===== config.mk =====
export PLATFORM = sky130hd
export DESIGN_NAME = wheel_speed_odometer_top
export DESIGN_NICKNAME = d
export VERILOG_FILES = /design/src/rtl/core/wso_pkg.sv /design/src/rtl/core/wso_div.sv /design/src/rtl/core/wheel_speed_odometer_top.sv
export SDC_FILE = /design/constraint.sdc
export NUM_CORES = 1
export LEC_CHECK = 0
export BUFFER_PORTS_ARGS = -buffer_cell sky130_fd_sc_hd__buf_4
export CORE_AREA = 2 2 241 243
export DETAILED_ROUTE_END_ITERATION = 16
export DIE_AREA = 0 0 243 245
export MAX_ROUTING_LAYER = met4
export PLACE_DENSITY = 0.77
export SYNTH_ARGS = -nofsm -noshare
export SYNTH_HDL_FRONTEND = slang
export SYNTH_HIERARCHICAL = 1
export SYNTH_SLANG_ARGS = --single-unit

===== constraint.sdc =====
create_clock -name clk -period 4.8 [get_ports clk]
set_input_delay 0.72 -clock clk [delete_from_list [all_inputs] [get_ports clk]]
set_output_delay 0.72 -clock clk [all_outputs]
set_load 0.005 [all_outputs]

===== src/rtl/core/wso_pkg.sv =====
`timescale 1ns / 1ps
`default_nettype none
package wso_pkg;

	localparam int WORD_W   = 16;
	localparam int SCALE_W  = 20;
	localparam int COUNT_W  = 8;
	localparam int CFG_W    = 20;
	localparam int CFG_IDX_W = 2;
	localparam int DIV_W    = 20;
	localparam int MODE_W   = 2;
	localparam int TAG_W    = 2;

	localparam int AVERAGE_DEPTH_DEF = 10;

	localparam logic [SCALE_W-1:0] SPEED_SCALE_RST    = 20'd98175;
	localparam logic [COUNT_W-1:0] EDGES_PER_STEP_RST = 8'd4;
	localparam logic [COUNT_W-1:0] STALL_TICKS_RST    = 8'd10;

	localparam logic [CFG_IDX_W-1:0] CFG_SPEED_SCALE    = 2'd0;
	localparam logic [CFG_IDX_W-1:0] CFG_EDGES_PER_STEP = 2'd1;
	localparam logic [CFG_IDX_W-1:0] CFG_STALL_TICKS    = 2'd2;

	localparam logic [MODE_W-1:0] MODE_FINE_TICK = 2'd0;
	localparam logic [MODE_W-1:0] MODE_HALL_EDGE = 2'd1;
	localparam logic [MODE_W-1:0] MODE_SLOW_TICK = 2'd2;

	localparam logic [TAG_W-1:0] TAG_LEFT_SPEED  = 2'd0;
	localparam logic [TAG_W-1:0] TAG_RIGHT_SPEED = 2'd1;
	localparam logic [TAG_W-1:0] TAG_LEFT_DIST   = 2'd2;
	localparam logic [TAG_W-1:0] TAG_RIGHT_DIST  = 2'd3;

	typedef enum logic [2:0] {
		ST_IDLE,
		ST_DIV_SPEED,
		ST_UPDATE,
		ST_DIV_MEAN,
		ST_EMIT0,
		ST_EMIT1
	} state_t;

endpackage
`default_nettype wire


===== src/rtl/core/wso_div.sv =====
`timescale 1ns / 1ps
`default_nettype none
module wso_div import wso_pkg::*; (
	input  wire logic              clk,
	input  wire logic              arst_n,
	input  wire logic              start,
	input  wire logic [DIV_W-1:0]  dividend,
	input  wire logic [WORD_W-1:0] divisor,
	output logic                   done,
	output logic [DIV_W-1:0]       quotient
);

	localparam int CNT_W = $clog2(DIV_W + 1);

	logic              busy_q;
	logic              done_q;
	logic [CNT_W-1:0]  cnt_q;
	logic [DIV_W-1:0]  quo_q;
	logic [WORD_W-1:0] rem_q;
	logic [WORD_W-1:0] dsr_q;
	logic [WORD_W+1:0] trial;

	// One quotient bit per cycle, restoring division.
	assign trial = {1'b0, rem_q, quo_q[DIV_W-1]} - {2'b00, dsr_q};

	always_ff @(posedge clk or negedge arst_n) begin
		if (!arst_n) begin
			busy_q <= 1'b0;
			done_q <= 1'b0;
			cnt_q  <= '0;
		end else begin
			done_q <= busy_q && (cnt_q == CNT_W'(1));
			if (start) begin
				busy_q <= 1'b1;
				cnt_q  <= CNT_W'(DIV_W);
			end else if (busy_q) begin
				cnt_q <= cnt_q - CNT_W'(1);
				if (cnt_q == CNT_W'(1)) begin
					busy_q <= 1'b0;
				end
			end
		end
	end

	always_ff @(posedge clk) begin
		if (start) begin
			quo_q <= dividend;
			rem_q <= '0;
			dsr_q <= divisor;
		end else if (busy_q) begin
			if (!trial[WORD_W+1]) begin
				rem_q <= trial[WORD_W-1:0];
				quo_q <= {quo_q[DIV_W-2:0], 1'b1};
			end else begin
				rem_q <= {rem_q[WORD_W-2:0], quo_q[DIV_W-1]};
				quo_q <= {quo_q[DIV_W-2:0], 1'b0};
			end
		end
	end

	assign done     = done_q;
	assign quotient = quo_q;

endmodule
`default_nettype wire


===== src/rtl/core/wheel_speed_odometer_top.sv =====
`timescale 1ns / 1ps
`default_nettype none
// Speed and distance of two wheels from hall-sensor edges.
// Input items (in_valid/in_ready, mode, wheel) carry a fine tick, a hall edge
// or a slow tick. Result items (out_valid/out_ready) carry message_tag,
// message_value and last, which marks the final result of an input item.
// The block works on one input item at a time. A fine tick, a slow tick
// without a report, an edge with a zero period and an ignored item are
// taken without leaving the idle state. A hall edge runs a 20-bit quotient
// through the shared bit-serial divider, one bit per cycle, and updates the
// speed ring. When a distance step is reached the ring mean goes through the
// same divider. A stall report goes from idle straight to the emit states.
// Results leave through an output register; the block accepts the next item
// while a result waits there, but it holds a second result of the same item
// until the receiver takes the first, so a stalled receiver stalls the block.
// Reset clears the timebase, the speed rings, all counters and the output,
// and loads the default configuration. The user must write configuration
// through cfg_we, cfg_index and cfg_data only while the block is idle; the
// block itself does not enforce it.
module wheel_speed_odometer_top import wso_pkg::*; #(
	parameter int AVERAGE_DEPTH = AVERAGE_DEPTH_DEF
) (
	input  wire logic                 clk,
	input  wire logic                 arst_n,
	input  wire logic                 cfg_we,
	input  wire logic [CFG_IDX_W-1:0] cfg_index,
	input  wire logic [CFG_W-1:0]     cfg_data,
	input  wire logic                 in_valid,
	output logic                      in_ready,
	input  wire logic [MODE_W-1:0]    mode,
	input  wire logic                 wheel,
	output logic                      out_valid,
	input  wire logic                 out_ready,
	output logic [TAG_W-1:0]          message_tag,
	output logic [WORD_W-1:0]         message_value,
	output logic                      last
);

	localparam int PTR_W = $clog2(AVERAGE_DEPTH);
	localparam int SUM_W = WORD_W + $clog2(AVERAGE_DEPTH);

	state_t state_q, state_nxt;

	logic [SCALE_W-1:0] scale_q;
	logic [COUNT_W-1:0] eps_q;
	logic [COUNT_W-1:0] stall_ticks_q;

	logic [WORD_W-1:0]  timebase_q;
	logic [WORD_W-1:0]  last_edge_q [2];
	logic [WORD_W-1:0]  hist_q [2][AVERAGE_DEPTH];
	logic [PTR_W-1:0]   ptr_q [2];
	logic [SUM_W-1:0]   sum_q [2];
	logic [COUNT_W-1:0] pres_q [2];
	logic [WORD_W-1:0]  dist_q [2];
	logic [COUNT_W-1:0] stall_q;

	logic               w_q;
	logic [WORD_W-1:0]  speed_q;
	logic [TAG_W-1:0]   res0_tag_q, res1_tag_q;
	logic [WORD_W-1:0]  res0_val_q, res1_val_q;

	logic               out_valid_q;
	logic [TAG_W-1:0]   out_tag_q;
	logic [WORD_W-1:0]  out_val_q;
	logic               out_last_q;

	logic               in_acc;
	logic               out_free;
	logic               out_load;
	logic               div_start;
	logic               div_done;
	logic [DIV_W-1:0]   div_quo;
	logic [DIV_W-1:0]   div_dividend;
	logic [WORD_W-1:0]  div_divisor;

	logic [WORD_W-1:0]  period;
	logic [COUNT_W-1:0] stall_nxt;
	logic               stall_hit;
	logic [WORD_W-1:0]  old_speed;
	logic [SUM_W-1:0]   sum_new;
	logic [PTR_W-1:0]   ptr_nxt;
	logic [COUNT_W-1:0] pres_nxt;
	logic               emit_edge;
	logic [WORD_W-1:0]  speed_sat;

	assign in_acc    = in_valid && in_ready;
	assign out_free  = !out_valid_q || out_ready;
	assign period    = timebase_q - last_edge_q[wheel];
	assign stall_nxt = stall_q + COUNT_W'(1);
	assign stall_hit = stall_nxt >= stall_ticks_q;
	assign old_speed = hist_q[w_q][ptr_q[w_q]];
	assign sum_new   = sum_q[w_q] - SUM_W'(old_speed) + SUM_W'(speed_q);
	assign ptr_nxt   = (ptr_q[w_q] == PTR_W'(AVERAGE_DEPTH - 1)) ? '0
	                                                              : ptr_q[w_q] + PTR_W'(1);
	assign pres_nxt  = pres_q[w_q] + COUNT_W'(1);
	assign emit_edge = pres_nxt >= eps_q;
	assign speed_sat = (div_quo[DIV_W-1:WORD_W] != '0) ? '1 : div_quo[WORD_W-1:0];

	always_comb begin
		in_ready     = 1'b0;
		div_start    = 1'b0;
		out_load     = 1'b0;
		div_dividend = DIV_W'(SUM_W'(sum_new));
		div_divisor  = WORD_W'(AVERAGE_DEPTH);
		case (state_q)
			ST_IDLE: begin
				in_ready     = 1'b1;
				div_start    = in_acc && (mode == MODE_HALL_EDGE) && (period != '0);
				div_dividend = DIV_W'(scale_q);
				div_divisor  = period;
			end
			ST_UPDATE: begin
				div_start = emit_edge;
			end
			ST_EMIT0, ST_EMIT1: begin
				out_load = out_free;
			end
			default: begin
			end
		endcase
	end

	always_comb begin
		state_nxt = state_q;
		case (state_q)
			ST_IDLE: begin
				if (div_start) begin
					state_nxt = ST_DIV_SPEED;
				end else if (in_acc && (mode == MODE_SLOW_TICK) && stall_hit) begin
					state_nxt = ST_EMIT0;
				end
			end
			ST_DIV_SPEED: begin
				if (div_done) begin
					state_nxt = ST_UPDATE;
				end
			end
			ST_UPDATE: begin
				state_nxt = emit_edge ? ST_DIV_MEAN : ST_IDLE;
			end
			ST_DIV_MEAN: begin
				if (div_done) begin
					state_nxt = ST_EMIT0;
				end
			end
			ST_EMIT0: begin
				if (out_load) begin
					state_nxt = ST_EMIT1;
				end
			end
			ST_EMIT1: begin
				if (out_load) begin
					state_nxt = ST_IDLE;
				end
			end
			default: begin
				state_nxt = ST_IDLE;
			end
		endcase
	end

	wso_div u_div (
		.clk      (clk),
		.arst_n   (arst_n),
		.start    (div_start),
		.dividend (div_dividend),
		.divisor  (div_divisor),
		.done     (div_done),
		.quotient (div_quo)
	);

	always_ff @(posedge clk or negedge arst_n) begin
		if (!arst_n) begin
			state_q       <= ST_IDLE;
			scale_q       <= SPEED_SCALE_RST;
			eps_q         <= EDGES_PER_STEP_RST;
			stall_ticks_q <= STALL_TICKS_RST;
			timebase_q    <= '0;
			stall_q       <= '0;
			out_valid_q   <= 1'b0;
			for (int i = 0; i < 2; i++) begin
				last_edge_q[i] <= '0;
				ptr_q[i]       <= '0;
				sum_q[i]       <= '0;
				pres_q[i]      <= '0;
				dist_q[i]      <= '0;
				for (int j = 0; j < AVERAGE_DEPTH; j++) begin
					hist_q[i][j] <= '0;
				end
			end
		end else begin
			state_q <= state_nxt;

			if (cfg_we) begin
				case (cfg_index)
					CFG_SPEED_SCALE:    scale_q       <= cfg_data[SCALE_W-1:0];
					CFG_EDGES_PER_STEP: eps_q         <= cfg_data[COUNT_W-1:0];
					CFG_STALL_TICKS:    stall_ticks_q <= cfg_data[COUNT_W-1:0];
					default: begin
					end
				endcase
			end

			if ((state_q == ST_IDLE) && in_acc) begin
				case (mode)
					MODE_FINE_TICK: begin
						timebase_q <= timebase_q + WORD_W'(1);
					end
					MODE_HALL_EDGE: begin
						stall_q            <= '0;
						last_edge_q[wheel] <= timebase_q;
					end
					MODE_SLOW_TICK: begin
						stall_q <= stall_hit ? '0 : stall_nxt;
					end
					default: begin
					end
				endcase
			end

			if (state_q == ST_UPDATE) begin
				hist_q[w_q][ptr_q[w_q]] <= speed_q;
				sum_q[w_q]              <= sum_new;
				ptr_q[w_q]              <= ptr_nxt;
				if (emit_edge) begin
					pres_q[w_q] <= '0;
					dist_q[w_q] <= dist_q[w_q] + WORD_W'(1);
				end else begin
					pres_q[w_q] <= pres_nxt;
				end
			end

			if (out_load) begin
				out_valid_q <= 1'b1;
			end else if (out_ready) begin
				out_valid_q <= 1'b0;
			end
		end
	end

	always_ff @(posedge clk) begin
		if ((state_q == ST_IDLE) && in_acc) begin
			w_q        <= wheel;
			res0_tag_q <= TAG_RIGHT_SPEED;
			res0_val_q <= '0;
			res1_tag_q <= TAG_LEFT_SPEED;
			res1_val_q <= '0;
		end
		if ((state_q == ST_DIV_SPEED) && div_done) begin
			speed_q <= speed_sat;
		end
		if (state_q == ST_UPDATE) begin
			res0_tag_q <= w_q ? TAG_RIGHT_SPEED : TAG_LEFT_SPEED;
			res1_tag_q <= w_q ? TAG_RIGHT_DIST : TAG_LEFT_DIST;
			res1_val_q <= dist_q[w_q] + WORD_W'(1);
		end
		if ((state_q == ST_DIV_MEAN) && div_done) begin
			res0_val_q <= div_quo[WORD_W-1:0];
		end
		if (out_load) begin
			out_tag_q  <= (state_q == ST_EMIT0) ? res0_tag_q : res1_tag_q;
			out_val_q  <= (state_q == ST_EMIT0) ? res0_val_q : res1_val_q;
			out_last_q <= (state_q == ST_EMIT1);
		end
	end

	assign out_valid     = out_valid_q;
	assign message_tag   = out_tag_q;
	assign message_value = out_val_q;
	assign last          = out_last_q;

endmodule
`default_nettype wire

==> results of run 1 <==
[cell type report]
class,instances,area [sq um]
fill,4190,19300
sequential,642,16600
inverter,122,458
multi-input combinational,1935,15200
timing repair buffer,252,2260
clock buffer,95,1950
tap,765,957
clock inverter,32,288
[per-layer routing]
layer / global-route usage, % / up-vias / part of all wire [%]
met5: - / - / 0
met4: 8.63 / 0 / 2.6
met3: 3.78 / 160 / 5.3
met2: 44.6 / 627 / 49
met1: 36.1 / 11526 / 43
li1: - / 10516 / -
[report_power, final]
group	total (mW)	switching (mW)	internal, mW
Combinational	7.91	4.28	3.64
Sequential	6.96	0.561	6.40
Clock	5.27	2.21	3.07
[critical path, cell delays in order (launching register included)]
cell,delay [ps]
dfrtp_4,440
buf_4,180
buf_12,170
nor2b_1,80
a211oi_2,230
a21oi_1,80
buf_4,160
a21oi_2,120
a21oi_1,90
nand2_1,100
o221ai_2,100
fa_1,530
inv_1,50
ha_2,200
or4_4,480
o211ai_1,320
a21oi_2,110
o41ai_2,410
o21ai_1,200
nor2_2,170
mux2i_1,210
o21ai_1,90
mux2_4,260
[timing repair]
| item | CTS | global route |
|---|---|---|
| setup buffers | 16 | 18 |
| endpoints found under the setup margin | 22 | 88 |
| pin swaps | 27 | 41 |
| resized for setup | 68 | 95 |
| gates cloned | 1 | 2 |
[layout by cell type (no fill, tap or decap), types with 25 or more instances in the layout]
cell,instances
a211oi_1,85
and2_1,36
nand2b_1,33
inv_1,112
dfrtp_1,499
nor2_1,82
clkbuf_16,72
nand3_1,29
nand2_1,287
o21ai_0,197
a211oi_2,32
xor2_1,37
buf_4,214
edfxtp_1,107
a21oi_2,25
nor2b_1,81
ha_1,68
mux2i_1,142
xnor2_1,49
a21oi_1,96
mux2_2,338
[cells by family (layout without fill, tap and decap cells)]
group	after synthesis	count (layout)	synth area share, %
multiplexers	494	494	16.7
buffers and inverters	287	501	3.54
AND/OR/NAND/NOR	668	668	10.1
XOR/XNOR	88	88	2.39
AO/OA/AOI/OAI	590	590	11.8
flip-flops	642	642	51.3
adder cells (fa/ha/maj)	95	95	4.11
[final timing paths]
kind                                      endpoint            start
worst max-delay path            u_div/quotient[18]         ptr_q[4]
worst min-delay path                   hist_q[310]           arst_n
worst max register to register  u_div/quotient[18]         ptr_q[4]
worst min register to register     last_edge_q[17]  last_edge_q[17]
max in group asynchronous              hist_q[155]           arst_n
min in group clk                       scale_q[18]     cfg_data[18]
[registers in the layout, summed over array words and instances (netlist names), 3 cells and up]
register and flops:
u_div/cnt_q 5, timebase_q 16, scale_q 20, u_div/quotient 20, dist_q 32, res0_val_q 16, eps_q 8, last_edge_q 32
hist_q 320, speed_q 16, pres_q 16, sum_q 40, state_q 3, ptr_q 8, stall_q 8, stall_ticks_q 8
res1_val_q 16, u_div/rem_q 16, message_value 16, u_div/dsr_q 16
[per-stage QoR]
step / TNS, ps / instances / util [%]
after floorplan: 0 / 2864 / -
after global placement: -1750 / 3683 / 60.4
after detailed placement: -2360 / 3683 / 60.4
after CTS: -354 / 3826 / 65.2
after global routing: -3100 / 3843 / 66.1
final: -1040 / 3843 / 66.1
==> results_dict.tcl, run 1 <==
set metrics [dict create \
    fin_worst_hold_slack_ps 197 \
    drc 0 \
    clkTransAtPathRegs_ps 60 \
    yosys.area.top_type "dfrtp_1" \
    total_power_mw 20.1 \
    drt_wl_total_um 79500 \
    grt_first_pass_wirelength_um 126000 \
    gp_congestion 0.925 \
    maxSlewViolCount 0 \
    powerDensity_nw_per_um2 534 \
    critical_path_class "reg -> reg" \
    ir_drop_mv 0.354 \
    dieArea_sq_um 59500 \
    netlist.area_leader.share_pct 38.9 \
    ys_ff_latch 642 \
    place_area_sq_um 34500 \
    synthCells 2864 \
    yosys-top-cells-area "dfrtp_1, mux2_2, edfxtp_1, mux2i_1, nand2_1" \
    fin_skew_ps 18.2 \
    final-setup-viol-count 13 \
    dp_slack_ps -335 \
    fin_crit_ps 5060 \
    drive_above_1_share_pct 28.8 \
    cts_max_level 3 \
    synth.top_cells.by_count "dfrtp_1, mux2_2, nand2_1" \
    vias 22829 \
    fin_ws_ps -260 \
    holdBufCountCts 0 \
    synth_warnings 6 \
    finalCritPeriodShare_pct 105 \
    reg2reg_depth 22 \
    grt_use_total_pct 27.4 \
    worst_ep_required_time_ps 5160 \
    nets 3147 \
    die_w_um 243 \
    start_util_pct 56.5 \
    clockBufferDepth 3 \
    synthArstFlopShare_pct 80.8 \
    ys_seq_area_share_pct 51.3 \
    tightest_slew_ps 985 \
    yosysMostFrequentCell "dfrtp_1" \
    cts_sinks 642 \
    synth_cell_types 93 \
    dr.first_iter.drc_count 1955 \
    cts_root_buf "clkbuf_16" \
    antenna_left 0 \
    regToRegSetupSlack_ps -260 \
    failed_checks "negative setup slack" \
    grt_pass1_vias 23136 \
    fp-row-count 88 \
    clk_latency_ps 620 \
    grt-ovfl-total 0 \
    ys.flop_type "dfrtp_1" \
    outcome "finished with violations" \
    firstDrtPassIters 5 \
    worstPathArrival_ps 5420 \
    io_buffers 50 \
    ios 51 \
    p_leak_nw 17.0 \
    cts_tree "done" \
    hold_class "in -> async" \
    coreArea_sq_um 57000 \
    synth_edf_count 107 \
    insertedDiodeCount 0 \
    slew_headroom_pct 34.2 \
    synth.cell_area_sq_um 32200 \
    syn_avg_cell_area_sq_um 11.2 \
    crit_path_end_kind "flop" \
    routedWlPerCell_um 20.7 \
    grt_max_degree 116 \
    stdcell_area_sq_um 37700 \
    drv_cap 0 \
    area_growth_pct 17.0 \
    chipHeight_um 245 \
    critPathMaxFanout 22 \
    synth_nets 2989 \
    dp_hpwl_um 53000 \
    rsz0062_at_grt "true" \
    hold_violations 0 \
    avgViaCountPerCell 5.94 \
    max_freq_mhz 198 \
    cts_made_buffers 69 \
    antenna_found_initial 0 \
    startpoint_type "flop" \
]
No activity file was read; power rests on OpenSTA's default activity.
==> inputs of run 2 (changes only) <==
--- a/config.mk
+++ b/config.mk
@@ -11,6 +11,7 @@
 export DIE_AREA = 0 0 243 245
 export MAX_ROUTING_LAYER = met4
 export PLACE_DENSITY = 0.77
+export SKIP_LAST_GASP = 1
 export SYNTH_ARGS = -nofsm -noshare
 export SYNTH_HDL_FRONTEND = slang
 export SYNTH_HIERARCHICAL = 1
==> run 2 against run 1 <==
Compared with the run above: the run still ends with negative setup slack left; critical path type unchanged; sequential power about the same; highest routed layer unchanged; power about the same; setup slack better by 52 ps; critical endpoint is now u_div/quotient[17]; sequential share of layout area fell by 0.052 points; final cell count is essentially flat; combinational power about the same; final area up 0.12%; clock skew grew 1.2 ps; die area unchanged; first-iteration DRC count shrank 10%; flip-flop and latch count unchanged.
==> results_dict.tcl, run 2 (synthesized netlist as in run 1, its figures left out) <==
set metrics [dict create \
    fin_crit_ps 5010 \
    p_comb_share_pct 39.3 \
    routedWlPerCell_um 20.7 \
    place_area_sq_um 34500 \
    critPathMaxFanout 8 \
    largest_reg_flops 320 \
    coreArea_sq_um 57000 \
    fp-row-count 88 \
    rsz0062_at_grt "true" \
    grt_pass1_vias 23136 \
    clkTransAtPathRegs_ps 60 \
    maxSlewViolCount 0 \
    cts_tree "done" \
    startpoint_type "flop" \
    swShare_pct 35.0 \
    grt_use_total_pct 27.4 \
    io_buffers 50 \
    cts_max_level 3 \
    hold_class "in -> async" \
    r2r_start "w_q" \
    internal_power_mw 13.1 \
    drc 0 \
    max_freq_mhz 200 \
    final_common_cell "dfrtp_1" \
    chipHeight_um 245 \
    reg2reg_depth 22 \
    layout_common_cells "dfrtp_1, mux2_2, nand2_1, buf_4, o21ai_0" \
    cts_sinks 642 \
    top_regs "hist_q: 320 flops, sum_q: 40 flops" \
    avgViaCountPerCell 5.95 \
    firstDrtPassIters 5 \
    tightest_slew_ps 1000 \
    vias 22873 \
    antenna_found_initial 0 \
    area_growth_pct 17.1 \
    largest_register "hist_q" \
    hold_violations 0 \
    dp_slack_ps -335 \
    clkPwrFrac_pct 26.2 \
    crit_path_end_kind "flop" \
    failed_checks "negative setup slack" \
    clk_latency_ps 620 \
    p_seq_share_pct 34.5 \
    powerDensity_nw_per_um2 534 \
    antenna_left 0 \
    dieArea_sq_um 59500 \
    switchingPower_mw 7.06 \
    ios 51 \
    cts_root_buf "clkbuf_16" \
    grt_first_pass_wirelength_um 126000 \
    drive_above_1_share_pct 28.9 \
    grt-ovfl-total 0 \
    dp_hpwl_um 53000 \
    r2r_end "u_div/quotient[17]" \
    drv_cap 0 \
    slew_headroom_pct 33.1 \
    total_power_mw 20.2 \
    grt_max_degree 116 \
    endpoint "u_div/quotient[17]" \
    critPathLaunch "w_q" \
    final-setup-viol-count 6 \
    worst_ep_required_time_ps 5160 \
    insertedDiodeCount 0 \
    start_util_pct 56.5 \
    dr.first_iter.drc_count 1753 \
    nets 3146 \
    fin_skew_ps 19.4 \
    cts_made_buffers 69 \
    outcome "finished with violations" \
    finalCritPeriodShare_pct 104 \
    drt_wl_total_um 79600 \
    clockBufferDepth 3 \
    gp_congestion 0.925 \
    critical_path_class "reg -> reg" \
    fin_ws_ps -208 \
    stdcell_area_sq_um 37700 \
    regToRegSetupSlack_ps -210 \
    p_leak_nw 17.0 \
    worstPathArrival_ps 5370 \
    ir_drop_mv 0.365 \
    die_w_um 243 \
]
-- run 2: worst max-delay path: stages (launching register included) --
cell	delay, ps
edfxtp_1	360
buf_6	140
buf_6	130
mux2i_4	290
buf_12	190
clkbuf_16	170
buf_4	110
buf_4	110
a211oi_1	40
a211oi_1	230
a21oi_1	90
nand2_1	80
o221ai_1	240
fa_1	590
inv_1	50
ha_1	210
or3_1	400
a2111oi_4	420
buf_4	180
nor2_1	50
xnor2_1	280
o21ai_1	110
mux2_4	260
-- run 2: cell type report --
| type | count | area (sq um) |
|---|---|---|
| Clock buffer | 95 | 1950 |
| Sequential cell | 642 | 16600 |
| Multi-Input combinational cell | 1935 | 15300 |
| Timing Repair Buffer | 251 | 2260 |
| Fill cell | 4192 | 19300 |
| Tap cell | 765 | 957 |
| Clock inverter | 32 | 288 |
| Inverter | 122 | 458 |
-- run 2: worst min-delay path by stage --
stage	from	end	cells past startpoint
floorplan	arst_n	dist_q[0]	0
global placement	pres_q[13]	pres_q[13]	2
finish	arst_n	hist_q[295]	1
CTS	arst_n	hist_q[295]	1
global route	arst_n	hist_q[310]	1
detailed placement	sum_q[24]	sum_q[24]	2
-- run 2: per-stage QoR --
step                      setup TNS, ps  utilization [%]  hold WS, ps  instances
after detailed placement          -2360             60.4          467       3683
final                              -797             66.2          192       3842
after global routing              -2210             66.2          266       3842
after CTS                          -400             65.2          210       3826
after global placement            -1750             60.4          455       3683
after floorplan                       0                -          424       2864
-- run 2: what timing repair did --
action,CTS,global route
pin swaps,27,50
resized for setup,67,106
setup buffers,16,18
setup endpoints to repair,22,88
hold buffers,0,0
cloned,1,2
-- run 2: power groups by stage --
| stage | Clock [mW] | Sequential [mW] | Combinational [mW] |
|---|---|---|---|
| floorplan | 0 | 6.77 | 4.63 |
| finish | 5.28 | 6.96 | 7.93 |
| CTS | 5.36 | 6.94 | 7.27 |
| detailed placement | 0 | 7.03 | 6.95 |
| global placement | 0 | 6.99 | 6.77 |
| global route | 5.58 | 7.03 | 8.60 |
-- run 2: routing by layer --
metal  vias to the layer above  GRT usage [%]  share of wire [%]
li1                      10503              -                  -
met1                     11606           36.1                 43
met2                       609           44.6                 49
met3                       155           3.78                5.2
met4                         0           8.63                2.6
met5                         -              -                  0
==> inputs of run 3 (changes only) <==
--- a/config.mk
+++ b/config.mk
@@ -7,6 +7,7 @@
 export LEC_CHECK = 0
 export BUFFER_PORTS_ARGS = -buffer_cell sky130_fd_sc_hd__buf_4
 export CORE_AREA = 2 2 241 243
+export CTS_BUF_LIST = sky130_fd_sc_hd__clkbuf_8 sky130_fd_sc_hd__clkbuf_16
 export DETAILED_ROUTE_END_ITERATION = 16
 export DIE_AREA = 0 0 243 245
 export MAX_ROUTING_LAYER = met4
==> run 3 against run 2 <==
Compared with the run above: largest cell class unchanged; worst hold slack lost 3.4 ps; sequential share of layout area is the same; combinational power is essentially flat; the flow still finishes with violations (negative setup slack); clock power shrank 0.8%; register-to-register slack is essentially flat; clock skew is essentially flat; final cell count is the same; first-iteration DRC count grew 1.8%; critical path depth is the same; highest routed layer unchanged; die area is the same.
==> results_dict.tcl, run 3 (synthesized netlist as in run 1, its figures left out) <==
set metrics [dict create \
    cts_max_level 3 \
    maxSlewViolCount 0 \
    worstPathCellList "buf_6 -> buf_6 -> mux2i_4 -> buf_12 -> clkbuf_16 -> buf_4 -> buf_4 -> a211oi_1 -> a211oi_1 -> a21oi_1 -> nand2_1 -> o221ai_1 -> fa_1 -> inv_1 -> ha_1 -> or3_1 -> a2111oi_4 -> buf_4 -> nor2_1 -> xnor2_1 -> o21ai_1 -> mux2_4" \
    final_common_cell "dfrtp_1" \
    firstDrtPassIters 5 \
    dr.first_iter.drc_count 1784 \
    cts_tree "done" \
    cp_top_family "compound AO/OA/AOI/OAI gates" \
    slowest_delay_ps 580 \
    finalCritPeriodShare_pct 104 \
    p_leak_nw 17.0 \
    tightest_slew_ps 995 \
    switchingPower_mw 7.05 \
    worst-path-buf-inv 8 \
    grt-ovfl-total 0 \
    dp_hpwl_um 53000 \
    clk_latency_ps 620 \
    outcome "finished with violations" \
    clkTransAtPathRegs_ps 60 \
    die_w_um 243 \
    grt_first_pass_wirelength_um 126000 \
    hold_class "in -> async" \
    dieArea_sq_um 59500 \
    startpoint_type "flop" \
    antenna_found_initial 0 \
    critical_path_class "reg -> reg" \
    ir_drop_mv 0.363 \
    final-setup-viol-count 6 \
    layout_common_cells "dfrtp_1, mux2_2, nand2_1, buf_4, o21ai_0" \
    grt_max_degree 116 \
    clkPwrFrac_pct 26.0 \
    fp-row-count 88 \
    hold_violations 0 \
    r2r_start "w_q" \
    stdcell_area_sq_um 37700 \
    antenna_left 0 \
    largest_reg_flops 320 \
    fin_crit_ps 4990 \
    drc 0 \
    grt_use_total_pct 27.4 \
    rsz0062_at_grt "true" \
    critPathLaunch "w_q" \
    avgViaCountPerCell 5.95 \
    slew_headroom_pct 33.5 \
    fillers 4192 \
    internal_power_mw 13.1 \
    insertedDiodeCount 0 \
    failed_checks "negative setup slack" \
    coreArea_sq_um 57000 \
    powerDensity_nw_per_um2 533 \
    chipHeight_um 245 \
    drt_wl_total_um 79500 \
    critPathMaxFanout 8 \
    gp_congestion 0.925 \
    cp_slowest_cell "fa_1" \
    largest_register "hist_q" \
    clockBufferDepth 3 \
    routedWlPerCell_um 20.7 \
    worst_ep_required_time_ps 5170 \
    drive_above_1_share_pct 28.9 \
    crit_path_end_kind "flop" \
    cts_sinks 642 \
    start_util_pct 56.5 \
    layout.cells.non_filler 3842 \
    place_area_sq_um 34500 \
    grt_pass1_vias 23136 \
    nets 3146 \
    area_growth_pct 17.1 \
    cts_root_buf "clkbuf_16" \
    io_buffers 50 \
    cpMostUsedCell "buf_4" \
    ios 51 \
    place_inst 3683 \
    top_regs "hist_q: 320 flops, sum_q: 40 flops" \
    fin_skew_ps 19.1 \
    drv_cap 0 \
    swShare_pct 35.0 \
    worstPathArrival_ps 5360 \
    dp_slack_ps -335 \
    holdBufCountCts 0 \
    vias 22868 \
    cts_made_buffers 69 \
    fin_ws_ps -195 \
    max_freq_mhz 200 \
    p_seq_share_pct 34.6 \
    p_comb_share_pct 39.4 \
]
run 3: cell types whose count changed in the layout (fill, tap and decap cells not counted):
cell | previous run | this run
clkbuf_1 | 15 | 0
inv_1 | 111 | 126
run 3: layer usage:
metal  vias up  share of wire [%]  wire, um  global-route usage (%)
li1      10521                  -         -                       -
met1     11571                 43     34300                    36.1
met2       621                 49     39100                    44.6
met3       155                5.0      4020                    3.78
met4         0                2.6      2060                    8.63
met5         -                  0         0                       -
run 3: area by class of cell:
cell class | instances | area [sq um] | share of cell area [%]
sequential | 642 | 16600 | 43.9
timing repair buffer | 251 | 2260 | 5.98
clock inverter | 47 | 344 | 0.912
tap | 765 | 957 | 2.54
clock buffer | 80 | 1890 | 5.01
multi-input combinational | 1935 | 15300 | 40.5
inverter | 122 | 458 | 1.21
run 3: repair_timing:
item	in CTS	in global routing
endpoints found under the setup margin	22	88
pin swaps	27	50
gates cloned	1	2
gates resized for setup	67	106
buffers inserted	16	18
run 3: per-stage QoR:
stage | utilization, % | power, mW | hold slack [ps] | setup TNS (ps)
2_1_floorplan | - | 11.4 | 424 | 0
3_3_place_gp | 60.4 | 13.8 | 455 | -1750
3_5_place_dp | 60.4 | 14.0 | 467 | -2360
4_1_cts | 65.2 | 19.5 | 210 | -399
5_1_grt | 66.2 | 21.2 | 266 | -2210
6_report | 66.2 | 20.1 | 188 | -701
run 3: power by group through the flow:
stage | clock (mW) | sequential, mW | combinational, mW
floorplan | 0 | 6.77 | 4.63
global placement | 0 | 6.99 | 6.77
detailed placement | 0 | 7.03 | 6.95
CTS | 5.33 | 6.94 | 7.27
global route | 5.55 | 7.03 | 8.60
finish | 5.24 | 6.96 | 7.92
run 3: final timing paths:
kind                                      end  slack [ps]  depth (start not counted)
setup / recovery           u_div/quotient[17]        -190                         22
hold / removal                    hist_q[295]         190                          1
setup reg to reg           u_div/quotient[17]        -190                         22
hold reg to reg                last_edge_q[0]         480                          2
max in group asynchronous         hist_q[155]        3390                          2
min in group clk                  scale_q[18]         340                          2
